$ cat config.mk
export PLATFORM = sky130hd
export DESIGN_NAME = infix_expression_evaluator
export DESIGN_NICKNAME = d
export VERILOG_FILES = /design/src/hw/rtl/iee_pkg.sv /design/src/hw/rtl/infix_expression_evaluator.sv /design/src/hw/rtl/iee_ram.sv /design/src/hw/rtl/iee_alu.sv
export SDC_FILE = /design/constraint.sdc
export NUM_CORES = 2
export LEC_CHECK = 0
export BUFFER_PORTS_ARGS = -buffer_cell sky130_fd_sc_hd__buf_2
export CORE_MARGIN = 1
export CORE_UTILIZATION = 59
export CTS_CLUSTER_SIZE = 28
export DETAILED_ROUTE_END_ITERATION = 12
export PLACE_DENSITY = 0.77
export SYNTH_ARGS = -nofsm -noshare
export SYNTH_HDL_FRONTEND = slang
export SYNTH_SLANG_ARGS = --single-unit
$ cat constraint.sdc
create_clock -name clk_i -period 15 [get_ports clk_i]
set_input_delay 3 -clock clk_i [delete_from_list [all_inputs] [get_ports clk_i]]
set_output_delay 3 -clock clk_i [all_outputs]
set_load 0.01 [all_outputs]
$ cat src/hw/rtl/iee_pkg.sv
// Package for the infix expression evaluator: widths, operator codes,
// status codes and the precedence relation. No dependencies.
`timescale 1ns / 1ps
package iee_pkg;

  localparam int OperatorDepth = 16;
  localparam int OperandDepth  = 16;
  localparam int FractionBits  = 16;
  localparam int ValueW        = 48;
  localparam int AccW          = 32;
  localparam int OprPtrW       = $clog2(OperatorDepth);
  localparam int OpdPtrW       = $clog2(OperandDepth);
  localparam int OprCntW       = $clog2(OperatorDepth + 1);
  localparam int OpdCntW       = $clog2(OperandDepth + 1);
  localparam int DivSteps      = ValueW + FractionBits;

  typedef enum logic [2:0] {
    OP_END   = 3'd0,
    OP_ADD   = 3'd1,
    OP_SUB   = 3'd2,
    OP_MUL   = 3'd3,
    OP_DIV   = 3'd4,
    OP_OPEN  = 3'd5,
    OP_CLOSE = 3'd6,
    OP_NONE  = 3'd7
  } op_e;

  typedef enum logic [2:0] {
    ST_OK       = 3'd0,
    ST_PAREN    = 3'd1,
    ST_OPERAND  = 3'd2,
    ST_DIVZERO  = 3'd3,
    ST_OVERFLOW = 3'd4,
    ST_BADCHAR  = 3'd5
  } status_e;

  typedef enum logic [1:0] {
    REL_LESS    = 2'd0,
    REL_EQUAL   = 2'd1,
    REL_GREATER = 2'd2,
    REL_BAD     = 2'd3
  } rel_e;

  localparam logic [7:0] ChPlus  = 8'h2B;
  localparam logic [7:0] ChMinus = 8'h2D;
  localparam logic [7:0] ChStar  = 8'h2A;
  localparam logic [7:0] ChSlash = 8'h2F;
  localparam logic [7:0] ChOpen  = 8'h28;
  localparam logic [7:0] ChClose = 8'h29;
  localparam logic [7:0] ChHash  = 8'h23;
  localparam logic [7:0] ChZero  = 8'h30;
  localparam logic [7:0] ChNine  = 8'h39;

  localparam logic [ValueW-1:0] PosMax = {1'b0, {(ValueW-1){1'b1}}};
  localparam logic [ValueW-1:0] NegMax = {1'b1, {(ValueW-1){1'b0}}};

  // Arithmetic unit command and result.
  typedef struct packed {
    logic              start;
    op_e               op;
    logic [ValueW-1:0] left;
    logic [ValueW-1:0] right;
  } alu_req_t;

  typedef struct packed {
    logic              done;
    logic [ValueW-1:0] result;
  } alu_rsp_t;

  function automatic op_e op_code(input logic [7:0] c);
    case (c)
      ChPlus:  op_code = OP_ADD;
      ChMinus: op_code = OP_SUB;
      ChStar:  op_code = OP_MUL;
      ChSlash: op_code = OP_DIV;
      ChOpen:  op_code = OP_OPEN;
      ChClose: op_code = OP_CLOSE;
      ChHash:  op_code = OP_END;
      default: op_code = OP_NONE;
    endcase
  endfunction

  function automatic rel_e relation(input op_e top, input op_e c);
    rel_e r;
    case (top)
      OP_ADD, OP_SUB:
        r = (c == OP_MUL || c == OP_DIV || c == OP_OPEN) ? REL_LESS : REL_GREATER;
      OP_MUL, OP_DIV:
        r = (c == OP_OPEN) ? REL_LESS : REL_GREATER;
      OP_OPEN:
        r = (c == OP_CLOSE) ? REL_EQUAL : ((c == OP_END) ? REL_BAD : REL_LESS);
      default:
        r = (c == OP_CLOSE) ? REL_BAD : ((c == OP_END) ? REL_EQUAL : REL_LESS);
    endcase
    relation = r;
  endfunction

  // Apply sign to a magnitude and clamp to the signed range.
  function automatic logic [ValueW-1:0] sat_mag(input logic neg,
                                                input logic [ValueW:0] mag);
    logic [ValueW-1:0] r;
    if (neg) begin
      if (mag > {1'b0, NegMax}) r = NegMax;
      else r = ValueW'(-mag);
    end else begin
      if (mag > {1'b0, PosMax}) r = PosMax;
      else r = mag[ValueW-1:0];
    end
    sat_mag = r;
  endfunction

endpackage

$ cat src/hw/rtl/infix_expression_evaluator.sv
// Infix expression evaluator top level: character parser, two stacks and
// the sequencer around the shared arithmetic unit.
// Depends on iee_pkg, iee_ram and iee_alu.
//
// Usage: one ASCII character per input item on char_code_i (valid/ready).
// Digits build a decimal number; + - * / ( ) are operators; # closes the
// expression and yields one result item (value_o in signed Q31.16 format
// with 16 fraction bits, status_o). Errors give value 0 with a nonzero
// status at once; later characters up to # are dropped without results.
// A digit is taken in the idle state and the next item may follow at once.
// An operator first pushes a pending number onto the operand stack; for
// each reduction it triggers, both operands are read and the arithmetic
// unit runs (48 steps of the serial multiplier for a multiply, 64 quotient
// bits for a divide). On # the result is read back through S_TOP and
// S_RD1; an error result goes through S_OUT. The block takes one item at a
// time: ready_o is low while an item is in work or a result waits.
// Reset empties both stacks (operator stack holds only the end marker)
// and clears the number. A stalled receiver holds the result in the
// output register, and no new item is accepted until it is taken.
`timescale 1ns / 1ps
module infix_expression_evaluator import iee_pkg::*; (
  input  logic              clk_i,
  input  logic              rst_ni,
  input  logic              valid_i,
  output logic              ready_o,
  input  logic [7:0]        char_code_i,
  output logic              valid_o,
  input  logic              ready_i,
  output logic [ValueW-1:0] value_o,
  output logic [2:0]        status_o
);
  typedef enum logic [7:0] {
    S_IDLE  = 8'b0000_0001,
    S_PUSHN = 8'b0000_0010,
    S_TOP   = 8'b0000_0100,
    S_RD1   = 8'b0000_1000,
    S_RD2   = 8'b0001_0000,
    S_WAIT  = 8'b0010_0000,
    S_ALU   = 8'b0100_0000,
    S_OUT   = 8'b1000_0000
  } state_e;

  state_e              state_q, state_d;
  op_e                 opr_q [OperatorDepth];
  logic [OprCntW-1:0]  oprc_q, oprc_d;
  logic [OpdCntW-1:0]  opdc_q, opdc_d;
  logic [AccW-1:0]     acc_q, acc_d;
  logic                seen_q, seen_d;
  logic                disc_q, disc_d;
  op_e                 cur_q, cur_d;
  logic                end_q, end_d;
  logic [ValueW-1:0]   right_q, right_d;
  logic [ValueW-1:0]   left_q, left_d;
  logic [ValueW-1:0]   val_q, val_d;
  logic [2:0]          st_q, st_d;
  logic                ovalid_q, ovalid_d;

  logic                opr_we;
  logic                ram_we;
  logic [OpdPtrW-1:0]  ram_addr;
  logic [ValueW-1:0]   ram_wdata, ram_rdata;
  alu_req_t            alu_req;
  alu_rsp_t            alu_rsp;

  op_e                 top;
  rel_e                rel;
  logic [AccW+3:0]     acc_mul;
  logic [7:0]          dig;

  iee_ram #(.Width(ValueW), .Depth(OperandDepth)) u_opd_ram (
    .clk_i  (clk_i),
    .we_i   (ram_we),
    .addr_i (ram_addr),
    .wdata_i(ram_wdata),
    .rdata_o(ram_rdata)
  );

  iee_alu u_alu (
    .clk_i (clk_i),
    .rst_ni(rst_ni),
    .req_i (alu_req),
    .rsp_o (alu_rsp)
  );

  assign top = (oprc_q == '0) ? OP_END : opr_q[OprPtrW'(oprc_q - 1'b1)];
  assign rel = relation(top, cur_q);
  assign dig = char_code_i - ChZero;
  assign acc_mul = {acc_q, 3'b000} + {2'b00, acc_q, 1'b0} + (AccW+4)'(dig[3:0]);

  always_comb begin
    state_d   = state_q;
    oprc_d    = oprc_q;
    opdc_d    = opdc_q;
    acc_d     = acc_q;
    seen_d    = seen_q;
    disc_d    = disc_q;
    cur_d     = cur_q;
    end_d     = end_q;
    right_d   = right_q;
    left_d    = left_q;
    val_d     = val_q;
    st_d      = st_q;
    ovalid_d  = ovalid_q;
    opr_we    = 1'b0;
    ram_we    = 1'b0;
    ram_addr  = OpdPtrW'(opdc_q);
    ram_wdata = '0;
    alu_req   = '0;
    alu_req.op    = top;
    alu_req.left  = left_q;
    alu_req.right = right_q;

    if (ovalid_q && ready_i) ovalid_d = 1'b0;

    case (state_q)
      S_IDLE: begin
        if (valid_i && !ovalid_q) begin
          cur_d = op_code(char_code_i);
          end_d = (char_code_i == ChHash);
          if (disc_q) begin
            if (char_code_i == ChHash) begin
              disc_d = 1'b0;
              oprc_d = OprCntW'(1);
              opdc_d = '0;
              acc_d  = '0;
              seen_d = 1'b0;
            end
          end else if (char_code_i >= ChZero && char_code_i <= ChNine) begin
            acc_d  = (acc_mul[AccW+3:AccW] != '0) ? '1 : acc_mul[AccW-1:0];
            seen_d = 1'b1;
          end else if (op_code(char_code_i) == OP_NONE) begin
            st_d = ST_BADCHAR;
            state_d = S_OUT;
          end else if (seen_q) begin
            state_d = S_PUSHN;
          end else begin
            state_d = S_TOP;
          end
        end
      end
      S_PUSHN: begin
        if (opdc_q >= OpdCntW'(OperandDepth)) begin
          st_d = ST_OVERFLOW;
          state_d = S_OUT;
        end else begin
          ram_we    = 1'b1;
          ram_wdata = sat_mag(1'b0, (ValueW+1)'({acc_q, {FractionBits{1'b0}}}));
          opdc_d    = opdc_q + 1'b1;
          acc_d     = '0;
          seen_d    = 1'b0;
          state_d   = S_TOP;
        end
      end
      S_TOP: begin
        case (rel)
          REL_LESS: begin
            if (oprc_q >= OprCntW'(OperatorDepth)) begin
              st_d = ST_OVERFLOW;
              state_d = S_OUT;
            end else begin
              opr_we = 1'b1;
              oprc_d = oprc_q + 1'b1;
              state_d = S_IDLE;
            end
          end
          REL_BAD: begin
            st_d = ST_PAREN;
            state_d = S_OUT;
          end
          REL_EQUAL: begin
            if (top == OP_OPEN) begin
              oprc_d = oprc_q - 1'b1;
              state_d = S_IDLE;
            end else if (opdc_q != OpdCntW'(1)) begin
              st_d = ST_OPERAND;
              end_d = 1'b1;
              state_d = S_OUT;
            end else begin
              ram_addr = '0;
              state_d = S_RD1;
            end
          end
          default: begin
            if (opdc_q < OpdCntW'(2)) begin
              st_d = ST_OPERAND;
              state_d = S_OUT;
            end else begin
              ram_addr = OpdPtrW'(opdc_q - 1'b1);
              state_d = S_RD1;
            end
          end
        endcase
      end
      S_RD1: begin
        // result of the final read or right operand
        if (rel == REL_EQUAL) begin
          val_d = ram_rdata;
          st_d  = ST_OK;
          ovalid_d = 1'b1;
          oprc_d = OprCntW'(1);
          opdc_d = '0;
          acc_d  = '0;
          seen_d = 1'b0;
          state_d = S_IDLE;
        end else begin
          right_d = ram_rdata;
          ram_addr = OpdPtrW'(opdc_q - 2'd2);
          state_d = S_RD2;
        end
      end
      S_RD2: begin
        left_d = ram_rdata;
        if (top == OP_DIV && right_q == '0) begin
          st_d = ST_DIVZERO;
          state_d = S_OUT;
        end else begin
          state_d = S_WAIT;
        end
      end
      S_WAIT: begin
        alu_req.start = 1'b1;
        state_d = S_ALU;
      end
      S_ALU: begin
        if (alu_rsp.done) begin
          ram_we    = 1'b1;
          ram_addr  = OpdPtrW'(opdc_q - 2'd2);
          ram_wdata = alu_rsp.result;
          oprc_d    = oprc_q - 1'b1;
          opdc_d    = opdc_q - 1'b1;
          state_d   = S_TOP;
        end
      end
      S_OUT: begin
        // error exit: clear stacks, emit status
        val_d    = '0;
        ovalid_d = 1'b1;
        disc_d   = !end_q;
        oprc_d   = OprCntW'(1);
        opdc_d   = '0;
        acc_d    = '0;
        seen_d   = 1'b0;
        state_d  = S_IDLE;
      end
      default: state_d = S_IDLE;
    endcase
  end

  always_ff @(posedge clk_i or negedge rst_ni) begin
    if (!rst_ni) begin
      state_q  <= S_IDLE;
      oprc_q   <= OprCntW'(1);
      opdc_q   <= '0;
      acc_q    <= '0;
      seen_q   <= 1'b0;
      disc_q   <= 1'b0;
      ovalid_q <= 1'b0;
      for (int i = 0; i < OperatorDepth; i++) opr_q[i] <= OP_END;
    end else begin
      state_q  <= state_d;
      oprc_q   <= oprc_d;
      opdc_q   <= opdc_d;
      acc_q    <= acc_d;
      seen_q   <= seen_d;
      disc_q   <= disc_d;
      ovalid_q <= ovalid_d;
      if (opr_we) opr_q[OprPtrW'(oprc_q)] <= cur_q;
    end
  end

  always_ff @(posedge clk_i) begin
    cur_q   <= cur_d;
    end_q   <= end_d;
    right_q <= right_d;
    left_q  <= left_d;
    val_q   <= val_d;
    st_q    <= st_d;
  end

  assign ready_o  = (state_q == S_IDLE) && !ovalid_q;
  assign valid_o  = ovalid_q;
  assign value_o  = val_q;
  assign status_o = st_q;
endmodule

$ cat src/hw/rtl/iee_ram.sv
// Generic single-port RAM with registered read.
// No dependencies.
`timescale 1ns / 1ps
module iee_ram #(
  parameter int Width = 8,
  parameter int Depth = 16
) (
  input  logic                     clk_i,
  input  logic                     we_i,
  input  logic [$clog2(Depth)-1:0] addr_i,
  input  logic [Width-1:0]         wdata_i,
  output logic [Width-1:0]         rdata_o
);
  logic [Width-1:0] mem_q [Depth];

  always_ff @(posedge clk_i) begin
    if (we_i) mem_q[addr_i] <= wdata_i;
    rdata_o <= mem_q[addr_i];
  end
endmodule

$ cat src/hw/rtl/iee_alu.sv
// Shared arithmetic unit: saturating add/sub, shift-add multiply and
// restoring divide, one bit per cycle. Depends on iee_pkg.
`timescale 1ns / 1ps
module iee_alu import iee_pkg::*; (
  input  logic     clk_i,
  input  logic     rst_ni,
  input  alu_req_t req_i,
  output alu_rsp_t rsp_o
);
  localparam int CntW  = $clog2(DivSteps + 1);
  localparam int ProdW = 2 * ValueW;

  typedef enum logic [3:0] {
    A_IDLE = 4'b0001,
    A_MUL  = 4'b0010,
    A_DIV  = 4'b0100,
    A_DONE = 4'b1000
  } astate_e;

  astate_e             state_q, state_d;
  logic                neg_q, neg_d;
  logic [ValueW-1:0]   a_q, a_d;       // multiplier bits / dividend bits
  logic [ValueW-1:0]   b_q, b_d;       // magnitude of right operand
  logic [ProdW-1:0]    acc_q, acc_d;   // product
  logic [ValueW:0]     rem_q, rem_d;
  logic [ValueW:0]     quo_q, quo_d;
  logic                over_q, over_d;
  logic [CntW-1:0]     cnt_q, cnt_d;
  logic [ValueW-1:0]   res_q, res_d;

  logic [ValueW-1:0]   mag_l, mag_r;
  logic [ValueW:0]     sum;
  logic [ValueW:0]     rem_sh;
  logic [ValueW:0]     quo_sh;
  logic                nbit;
  logic [ProdW-1:0]    prod_sh;

  assign mag_l = req_i.left[ValueW-1]  ? ValueW'(-req_i.left)  : req_i.left;
  assign mag_r = req_i.right[ValueW-1] ? ValueW'(-req_i.right) : req_i.right;

  always_comb begin
    state_d = state_q;
    neg_d   = neg_q;
    a_d     = a_q;
    b_d     = b_q;
    acc_d   = acc_q;
    rem_d   = rem_q;
    quo_d   = quo_q;
    over_d  = over_q;
    cnt_d   = cnt_q;
    res_d   = res_q;
    sum     = '0;
    nbit    = 1'b0;
    rem_sh  = '0;
    quo_sh  = '0;
    prod_sh = '0;
    case (state_q)
      A_IDLE: begin
        if (req_i.start) begin
          neg_d  = req_i.left[ValueW-1] ^ req_i.right[ValueW-1];
          a_d    = mag_l;
          b_d    = mag_r;
          acc_d  = '0;
          rem_d  = '0;
          quo_d  = '0;
          over_d = 1'b0;
          cnt_d  = '0;
          case (req_i.op)
            OP_ADD, OP_SUB: begin
              if (req_i.op == OP_ADD)
                sum = {req_i.left[ValueW-1], req_i.left} + {req_i.right[ValueW-1], req_i.right};
              else
                sum = {req_i.left[ValueW-1], req_i.left} - {req_i.right[ValueW-1], req_i.right};
              // clamp on sign disagreement of the 49-bit sum
              if (sum[ValueW] != sum[ValueW-1])
                res_d = sum[ValueW] ? NegMax : PosMax;
              else
                res_d = sum[ValueW-1:0];
              state_d = A_DONE;
            end
            OP_MUL:  state_d = A_MUL;
            default: state_d = A_DIV;
          endcase
        end
      end
      A_MUL: begin
        // MSB-first shift-add
        prod_sh = {acc_q[ProdW-2:0], 1'b0};
        acc_d = a_q[ValueW-1] ? prod_sh + ProdW'(b_q) : prod_sh;
        a_d   = {a_q[ValueW-2:0], 1'b0};
        cnt_d = cnt_q + 1'b1;
        if (cnt_q == CntW'(ValueW - 1)) begin
          res_d = sat_mag(neg_q, (acc_d >> FractionBits) > ProdW'({1'b0, NegMax})
                         ? {1'b1, {ValueW{1'b0}}}
                         : ValueW'(acc_d >> FractionBits) + (ValueW+1)'(0));
          state_d = A_DONE;
        end
      end
      A_DIV: begin
        // dividend is a << FractionBits; feed a's bits then zeros
        nbit   = a_q[ValueW-1];
        rem_sh = {rem_q[ValueW-1:0], nbit};
        a_d    = {a_q[ValueW-2:0], 1'b0};
        if (rem_sh >= {1'b0, b_q}) begin
          rem_d = rem_sh - {1'b0, b_q};
          quo_sh = {quo_q[ValueW-1:0], 1'b1};
        end else begin
          rem_d = rem_sh;
          quo_sh = {quo_q[ValueW-1:0], 1'b0};
        end
        if (!over_q) begin
          quo_d = quo_sh;
          if (quo_sh > {1'b0, NegMax} || quo_q[ValueW]) over_d = 1'b1;
        end
        cnt_d = cnt_q + 1'b1;
        if (cnt_q == CntW'(DivSteps - 1)) begin
          res_d = sat_mag(neg_q, over_d ? {1'b1, {ValueW{1'b0}}} : quo_d);
          state_d = A_DONE;
        end
      end
      A_DONE: state_d = A_IDLE;
      default: state_d = A_IDLE;
    endcase
  end

  always_ff @(posedge clk_i or negedge rst_ni) begin
    if (!rst_ni) begin
      state_q <= A_IDLE;
    end else begin
      state_q <= state_d;
    end
  end

  always_ff @(posedge clk_i) begin
    neg_q  <= neg_d;
    a_q    <= a_d;
    b_q    <= b_d;
    acc_q  <= acc_d;
    rem_q  <= rem_d;
    quo_q  <= quo_d;
    over_q <= over_d;
    cnt_q  <= cnt_d;
    res_q  <= res_d;
  end

  assign rsp_o.done   = (state_q == A_DONE);
  assign rsp_o.result = res_q;
endmodule

Word level (Yosys, flattened, before mapping)
Memory sizes are Yosys's and may differ from the RTL's. A register that Yosys moved wholly into a read port is not among the register bits.
Cells that the tools add are included.
{ "word_totals": {"reg_bits": 601, "latch_bits": 0, "mem_bits_rw": 768, "rom_bits": 0, "memories": 1} }
{ "op_classes": {"addsub": 17, "multipliers": 0, "div": 0, "n_lt_le_gt_ge": 16, "n_eq_ne": 62, "shift": 0, "n_mux": 158, "bitwise_logic": 4, "n_reduce_logical": 47} }
{ "mem_list": {"columns": ["memory", "depth", "width", "rd", "rd_ports_with_merged_regs", "wr", "line", "text"], "rows": [
  ["u_opd_ram.mem_q", 16, 48, 1, 1, 1, "iee_ram.sv:14", "logic [Width-1:0] mem_q [Depth];"]
]} }
{ "op_table": {"columns": ["operator", "count"], "rows": [
  ["$mux 48", 19],
  ["$mux 49", 10],
  ["$pmux 48 s2", 4],
  ["$mux 32", 7],
  ["$neg 48->48", 4],
  ["$pmux 95 s2", 1],
  ["$gt 49x48->1 const B", 3],
  ["$pmux 48 s3", 1],
  ["$pmux 32 s4", 1],
  ["$gt 49x47->1 const B", 2],
  ["$pmux 49 s2", 1],
  ["$add 96x48->96", 1],
  ["$mux 96", 1],
  ["$mux 95", 1],
  ["$mux 8", 11],
  ["$gt 80x48->1 const B", 1],
  ["$mux 5", 14],
  ["$eq 8x6->1 const B", 8],
  ["$mux 3", 20],
  ["$pmux 8 s7", 1],
  ["$pmux 5 s5", 2],
  ["$add 48x48->49", 1],
  ["$ge 49x48->1", 1],
  ["$sub 48x48->49", 1],
  ["other kinds (79)", 188]
]} }

Longest topological paths before layout
{ "logic_depth": {"depth_word": 16, "depth_mapped": 33, "depth_no_buf": 28} }

By module
From an unflattened synthesis, not the netlist that was laid out.
{ "hier_totals": {"cells_unflattened": 6315, "area_unflattened_um2": 75203.4} }
{ "modules_own_cells": {"columns": ["module", "instances", "cells_per_inst", "area_per_inst_um2", "seq_area_each_um2"], "rows": [
  ["iee_alu", 1, 3843, 31866.8, 10461.3],
  ["iee_ram", 1, 1243, 29736.0, 24023.0],
  ["infix_expression_evaluator", 1, 1229, 13600.5, 7064.3]
]} }

Worst setup path after synthesis
No wires, ideal clock.
{ "synth_path": {"kind": "reg-to-reg", "start": "reg oprc_q[0]", "end": "mem u_opd_ram.mem_q[13][0] in the netlist's numbering, enable pin", "setup_ns": 0.523, "arrival_ns": 10.494, "setup_slack_ns": 3.983, "path_stages_with_launch": 24, "n_path_buf": 6, "synth_period_minus_slack_ns": 11.017, "cell_sequence": "dfstp_2 > buf_2 > buf_1 > inv_1 > ha_1 > clkbuf_1 > mux4_2 > mux2_2 > o211ai_1 > inv_1 > nor2_1 > xnor2_1 > nand3_1 > o21ai_0 > inv_1 > ha_1 > nor2b_1 > clkbuf_1 > nor2_1 > o221ai_1 > clkbuf_1 > clkbuf_1 > nand3_1 > nor3b_1"} }
{ "synth_via": {"elab_chain_len": 13} }
{ "synth_lines": {"columns": ["item", "line", "text"], "rows": [
  ["start, declared", "infix_expression_evaluator.sv:45", "logic [OprCntW-1:0] oprc_q, oprc_d;"],
  ["start signal, assigned", "infix_expression_evaluator.sv:252", "oprc_q <= OprCntW'(1);"],
  ["start signal, assigned", "infix_expression_evaluator.sv:261", "oprc_q <= oprc_d;"],
  ["$sub 5x1->5", null, null],
  ["$not 4->5 (not written as such)", "infix_expression_evaluator.sv:85", "assign top = (oprc_q == '0) ? OP_END : opr_q[OprPtrW'(oprc_q - 1'b1)];"],
  ["$bmux 3 s4", "infix_expression_evaluator.sv:85", null],
  ["$mux 3 (not written as such) (2 in series)", "infix_expression_evaluator.sv:85", null],
  ["$mux 3 *", "infix_expression_evaluator.sv:85", null],
  ["$eq 3x3->1 (tied with other cells)", "iee_pkg.sv:85", "case (top)"],
  ["$reduce_or 2->1", "iee_pkg.sv:85", null],
  ["$pmux 2 s3", "iee_pkg.sv:85", null],
  ["$eq 2x2->1 or $logic_not 2->1 (tied branches)", "infix_expression_evaluator.sv:155", "case (rel)"],
  ["$reduce_or 2->1 (no line)", null, null],
  ["$pmux 4 s2", "infix_expression_evaluator.sv:155", null],
  ["$pmux 4 s3 *", "infix_expression_evaluator.sv:115", "case (state_q)"],
  ["end, declared", "iee_ram.sv:14", null]
]} }
Mark *: on every way between the ends. The rest lies on a longest branch, timed or not. The select of a mux whose other input is x is not followed.

Worst setup path after layout
{ "layout_path": {"start": "reg oprc_q[0]", "end": "reg u_alu.res_q[30] (data pin)"} }
{ "layout_via": {"elab_chain_len": 16} }
{ "layout_lines": {"columns": ["item", "line", "text"], "rows": [
  ["$sub 5x1->5", null, null],
  ["$not 4->5 (not written as such)", "infix_expression_evaluator.sv:85", null],
  ["$bmux 3 s4", "infix_expression_evaluator.sv:85", null],
  ["$mux 3 (not written as such) (2 in series)", "infix_expression_evaluator.sv:85", null],
  ["$mux 3 *", "infix_expression_evaluator.sv:85", null],
  ["$eq 3x1->1 *", "iee_alu.sv:70", "if (req_i.op == OP_ADD)"],
  ["$mux 49 *", "iee_alu.sv:70", null],
  ["$mux 49 *", "iee_alu.sv:68", "case (req_i.op)"],
  ["$mux 49 *", "iee_alu.sv:59", "if (req_i.start) begin"],
  ["$mux 49 *", "iee_alu.sv:57", "case (state_q)"],
  ["$mux 48 or $ne 1x1->1 (tied branches)", "iee_alu.sv:76, iee_alu.sv:75", null],
  ["$mux 48 *", "iee_alu.sv:75", "if (sum[ValueW] != sum[ValueW-1])"],
  ["$mux 48 *", "iee_alu.sv:68", null],
  ["$mux 48 *", "iee_alu.sv:59", null],
  ["$pmux 48 s3 *", "iee_alu.sv:57", null],
  ["net u_alu.res_d[30]", "iee_alu.sv:29", "logic [ValueW-1:0] res_q, res_d;"],
  ["end signal, assigned", "iee_alu.sv:143", "res_q <= res_d;"],
  ["end, declared", "iee_alu.sv:29", null]
]} }
Mark *: on every way through the listed nets, which the timed path passes. The rest lies on a longest branch. The select of a mux whose other input is x is not followed.
A chain may end at the register's enable or synchronous reset.

==> out/qor.yml <==
synthFlopType: "edfxtp_1"
slew_violations: 0
ys_seq_area_share_pct: 55.1
holdCritPathClass: "register to register"
power.share.clock_pct: 43.2
row_count: 130
drive_above_1_share_pct: 8.55
r2r-start: "oprc_q[0]$_DFFE_PN1P_"
grt-ovfl-total: 0
cts_setup_buffers: 0
slew_headroom_pct: 14.3
nNetsFinal: 7051
stdcell_count: 8588
clk_pin_slew_ps: 70
synth_nets: 7122
mostFrequentLayoutCells: "1264 x edfxtp_1, 711 x nand2_1, 514 x nor2_1"
worst_pin_slew_ps: 1290
cts-root-buf: "clkbuf_16"
grt_max_degree: 200
crit_fanout: 48
grtUsageMet1_pct: 46.6
arrival_ps: 9500
place.gp.congestion: 1.00
p_per_area_mw_per_mm2: 106
cts_tree: "yes"
grt_pass1_wl_um: 336000
ctsHoldBuffers: 0
core_sq_mm: 0.126
setup-violations-final: 0
die_w_um: 360
clock_latency_ps: 820
hold_viol: 0
avgViaCountPerCell: 6.67
grt_use_met2_pct: 53.4
grtUsageMet3_pct: 5.67
layout_commonest_cell: "edfxtp_1"
min_from: "end_q$_SDFFCE_PP1P_"
period_minus_slack_ps: 8970
synth-simple-area-share_pct: 14.7
period_share_pct: 59.8
max_freq_mhz: 111
cts-resized-gates: 0
cts_buffers: 146
cp-startpoint: "oprc_q[0]$_DFFE_PN1P_"
synth-edff-count: 1264
rsz0062_at_grt: "no"
synth.avg_cell_area_sq_um: 11.0
dpl.hpwl_um: 153000
final.setup_skew_ps: 66.9
crit_path_start_kind: "register"
grt_pass1_vias: 54200
drt_iter0_drc: 6781
crit_type: "register to register"
worst_setup_path_end_kind: "register"
power_switching_mw: 2.06
r2r_setup_slack_ps: 6030
yosys.area_share.adder_pct: 3.95
power.leakage_nw: 31.3
pwr-share-seq_pct: 50.1
wirelength_um: 225000
antenna_left: 0
place_area_sq_mm: 0.0774
fin_area_sq_mm: 0.0824
yosysWarnings: 0
drt_pass1_iterations: 6
ys_async_sr_fraction_pct: 7.41
hold_depth: 1
syn-instance-count: 6875
port_buffers: 64
die-area_sq_mm: 0.129
synth-xor-area-share_pct: 4.02
cts.sinks: 1417
grt.busiest_layer: "met2"
synth.area.mux_share_pct: 3.44
area_growth_pct: 9.21
drv_cap: 0
initial_utilization_pct: 59.8
synth_cell_type_count: 114
cts_buffer_depth: 3
p_sw_share_pct: 23.7
status: "complete, no violations"
drc: 0
worstPathRequired_ps: 15530
worstReg2RegEnd: "u_alu.res_q[30]$_DFFE_PP_"
p_int_mw: 6.64
num_vias: 57300
ios: 65
r2r.worst_path.cells: 25
antenna_found_initial: 22
synth_top_family_by_area: "compound AO/OA/AOI/OAI gates"
chipHeight_um: 360
wl_per_cell_um: 26.1
tns_ps: 0
syn_area_sq_mm: 0.0754
ys_ff_latch: 1417
h-tree-depth: 4
dp_cells: 8306
grt.total_usage_pct: 34.1
pwr-share-comb_pct: 6.7
synth-compound-area-share_pct: 16.0
hold_end: "disc_q$_DFFE_PN0P_"
peakVddDrop_uv: 114
-- state kept, by name (all words and copies together), names as in the netlist, 32 cells and up --
signal and flops:
left_q 48, value_o 48, right_q 48, u_alu.quo_q 49
u_alu.b_q 48, u_alu.rem_q 48, u_opd_ram.rdata_o 48, u_alu.res_q 48
acc_q 32, u_alu.a_q 48, u_opd_ram.mem_q 768, opr_q 48
u_alu.acc_q 95
-- logic make-up (layout without fill, tap and decap cells) --
logic type | after synthesis | count (layout)
mux | 236 | 236
flops | 1417 | 1417
other cells | 0 | 10
fa+ha+maj | 235 | 235
buf+inv | 536 | 589
xor+xnor | 345 | 345
compound gates | 1842 | 1842
simple gates | 2264 | 2264
-- final cells by class --
cell class,count,area (sq um)
Clock inverter,88,1120
Antenna cell,10,25.0
Multi-Input combinational cell,4922,32100
Tap cell,1650,2060
Fill cell,9531,43800
Clock buffer,184,3860
Sequential cell,1417,41500
Inverter,147,552
Timing Repair Buffer,170,1140
-- through the flow --
stage                     setup slack (ps)  hold WS, ps  power (mW)  util (%)
after floorplan                       3980          414        4.84         -
after global placement                6270          421        5.00      61.3
after detailed placement              6200          433        5.01      61.3
after CTS                             6100          441        8.72      65.3
after global routing                  5490          473        8.94      65.3
final                                 6030          439        8.69      65.3
-- worst max-delay path by stage --
stage / to / slack (ps) / cells past startpoint
final: u_alu.res_q[30]$_DFFE_PP_ / 6030 / 25
after global routing: u_alu.res_q[30]$_DFFE_PP_ / 5490 / 25
after CTS: u_opd_ram.mem_q[7][4]$_DFFE_PP_ / 6100 / 21
after detailed placement: u_alu.res_q[30]$_DFFE_PP_ / 6200 / 25
after global placement: acc_q[21]$_DFFE_PN0P_ / 6270 / 19
after floorplan: u_opd_ram.mem_q[13][0]$_DFFE_PP_ / 3980 / 23
-- synth_stat cells (33+ instances only) --
library cell	count	area [sq um]
a31oi_1	151	945
nand4_1	109	682
nand2b_1	45	282
or3_1	46	288
nor2_1	525	1970
a21oi_1	416	2080
o21a_1	39	293
o21ai_0	360	1800
ha_1	230	2880
or4_1	33	248
a211oi_1	383	2880
buf_2	40	200
edfxtp_1	1264	38000
dfxtp_1	48	961
nand3_1	122	611
nor3_1	100	500
nor2b_1	45	282
nand2_1	715	2680
o31ai_1	51	383
and2_1	273	1710
o211ai_1	39	293
mux2i_1	168	1680
xor2_1	137	1200
mux2_2	55	619
dfrtp_1	102	2550
inv_1	145	544
nor4_1	56	350
a21o_1	105	788
xnor2_1	206	1800
clkbuf_1	321	1200
and3_1	60	375
-- routing by layer --
layer | wire length (um) | vias up
met2 | 103000 | 2875
met1 | 90100 | 28100
met3 | 20600 | 540
met5 | 38 | -
met4 | 10900 | 6
li1 | - | 25800
-- power by group through the flow --
stage / logic [mW] / registers, mW / clock network, mW
floorplan: 0.415 / 4.42 / 0
global placement: 0.566 / 4.44 / 0
detailed placement: 0.575 / 4.44 / 0
CTS: 0.577 / 4.35 / 3.79
global route: 0.652 / 4.36 / 3.93
finish: 0.585 / 4.35 / 3.75
-- critical path: stages (launching register included) --
cell and delay (ps):
dfstp_2 850, inv_1 210, ha_1 710, mux4_2 400
mux4_2 530, and2_1 240, nand3_2 100, buf_4 480
o21ai_0 270, ha_1 360, a211oi_1 410, o21ai_0 300
a31oi_1 290, a21oi_1 140, a21o_1 260, a21oi_1 280
a21o_1 210, a211oi_1 130, o2111ai_1 240, nand2_1 140
a221oi_1 330, xnor2_1 160, or2_2 340, and2_1 520
a2111oi_0 620, o21ai_0 160
Power figures use the tool's default switching activity.
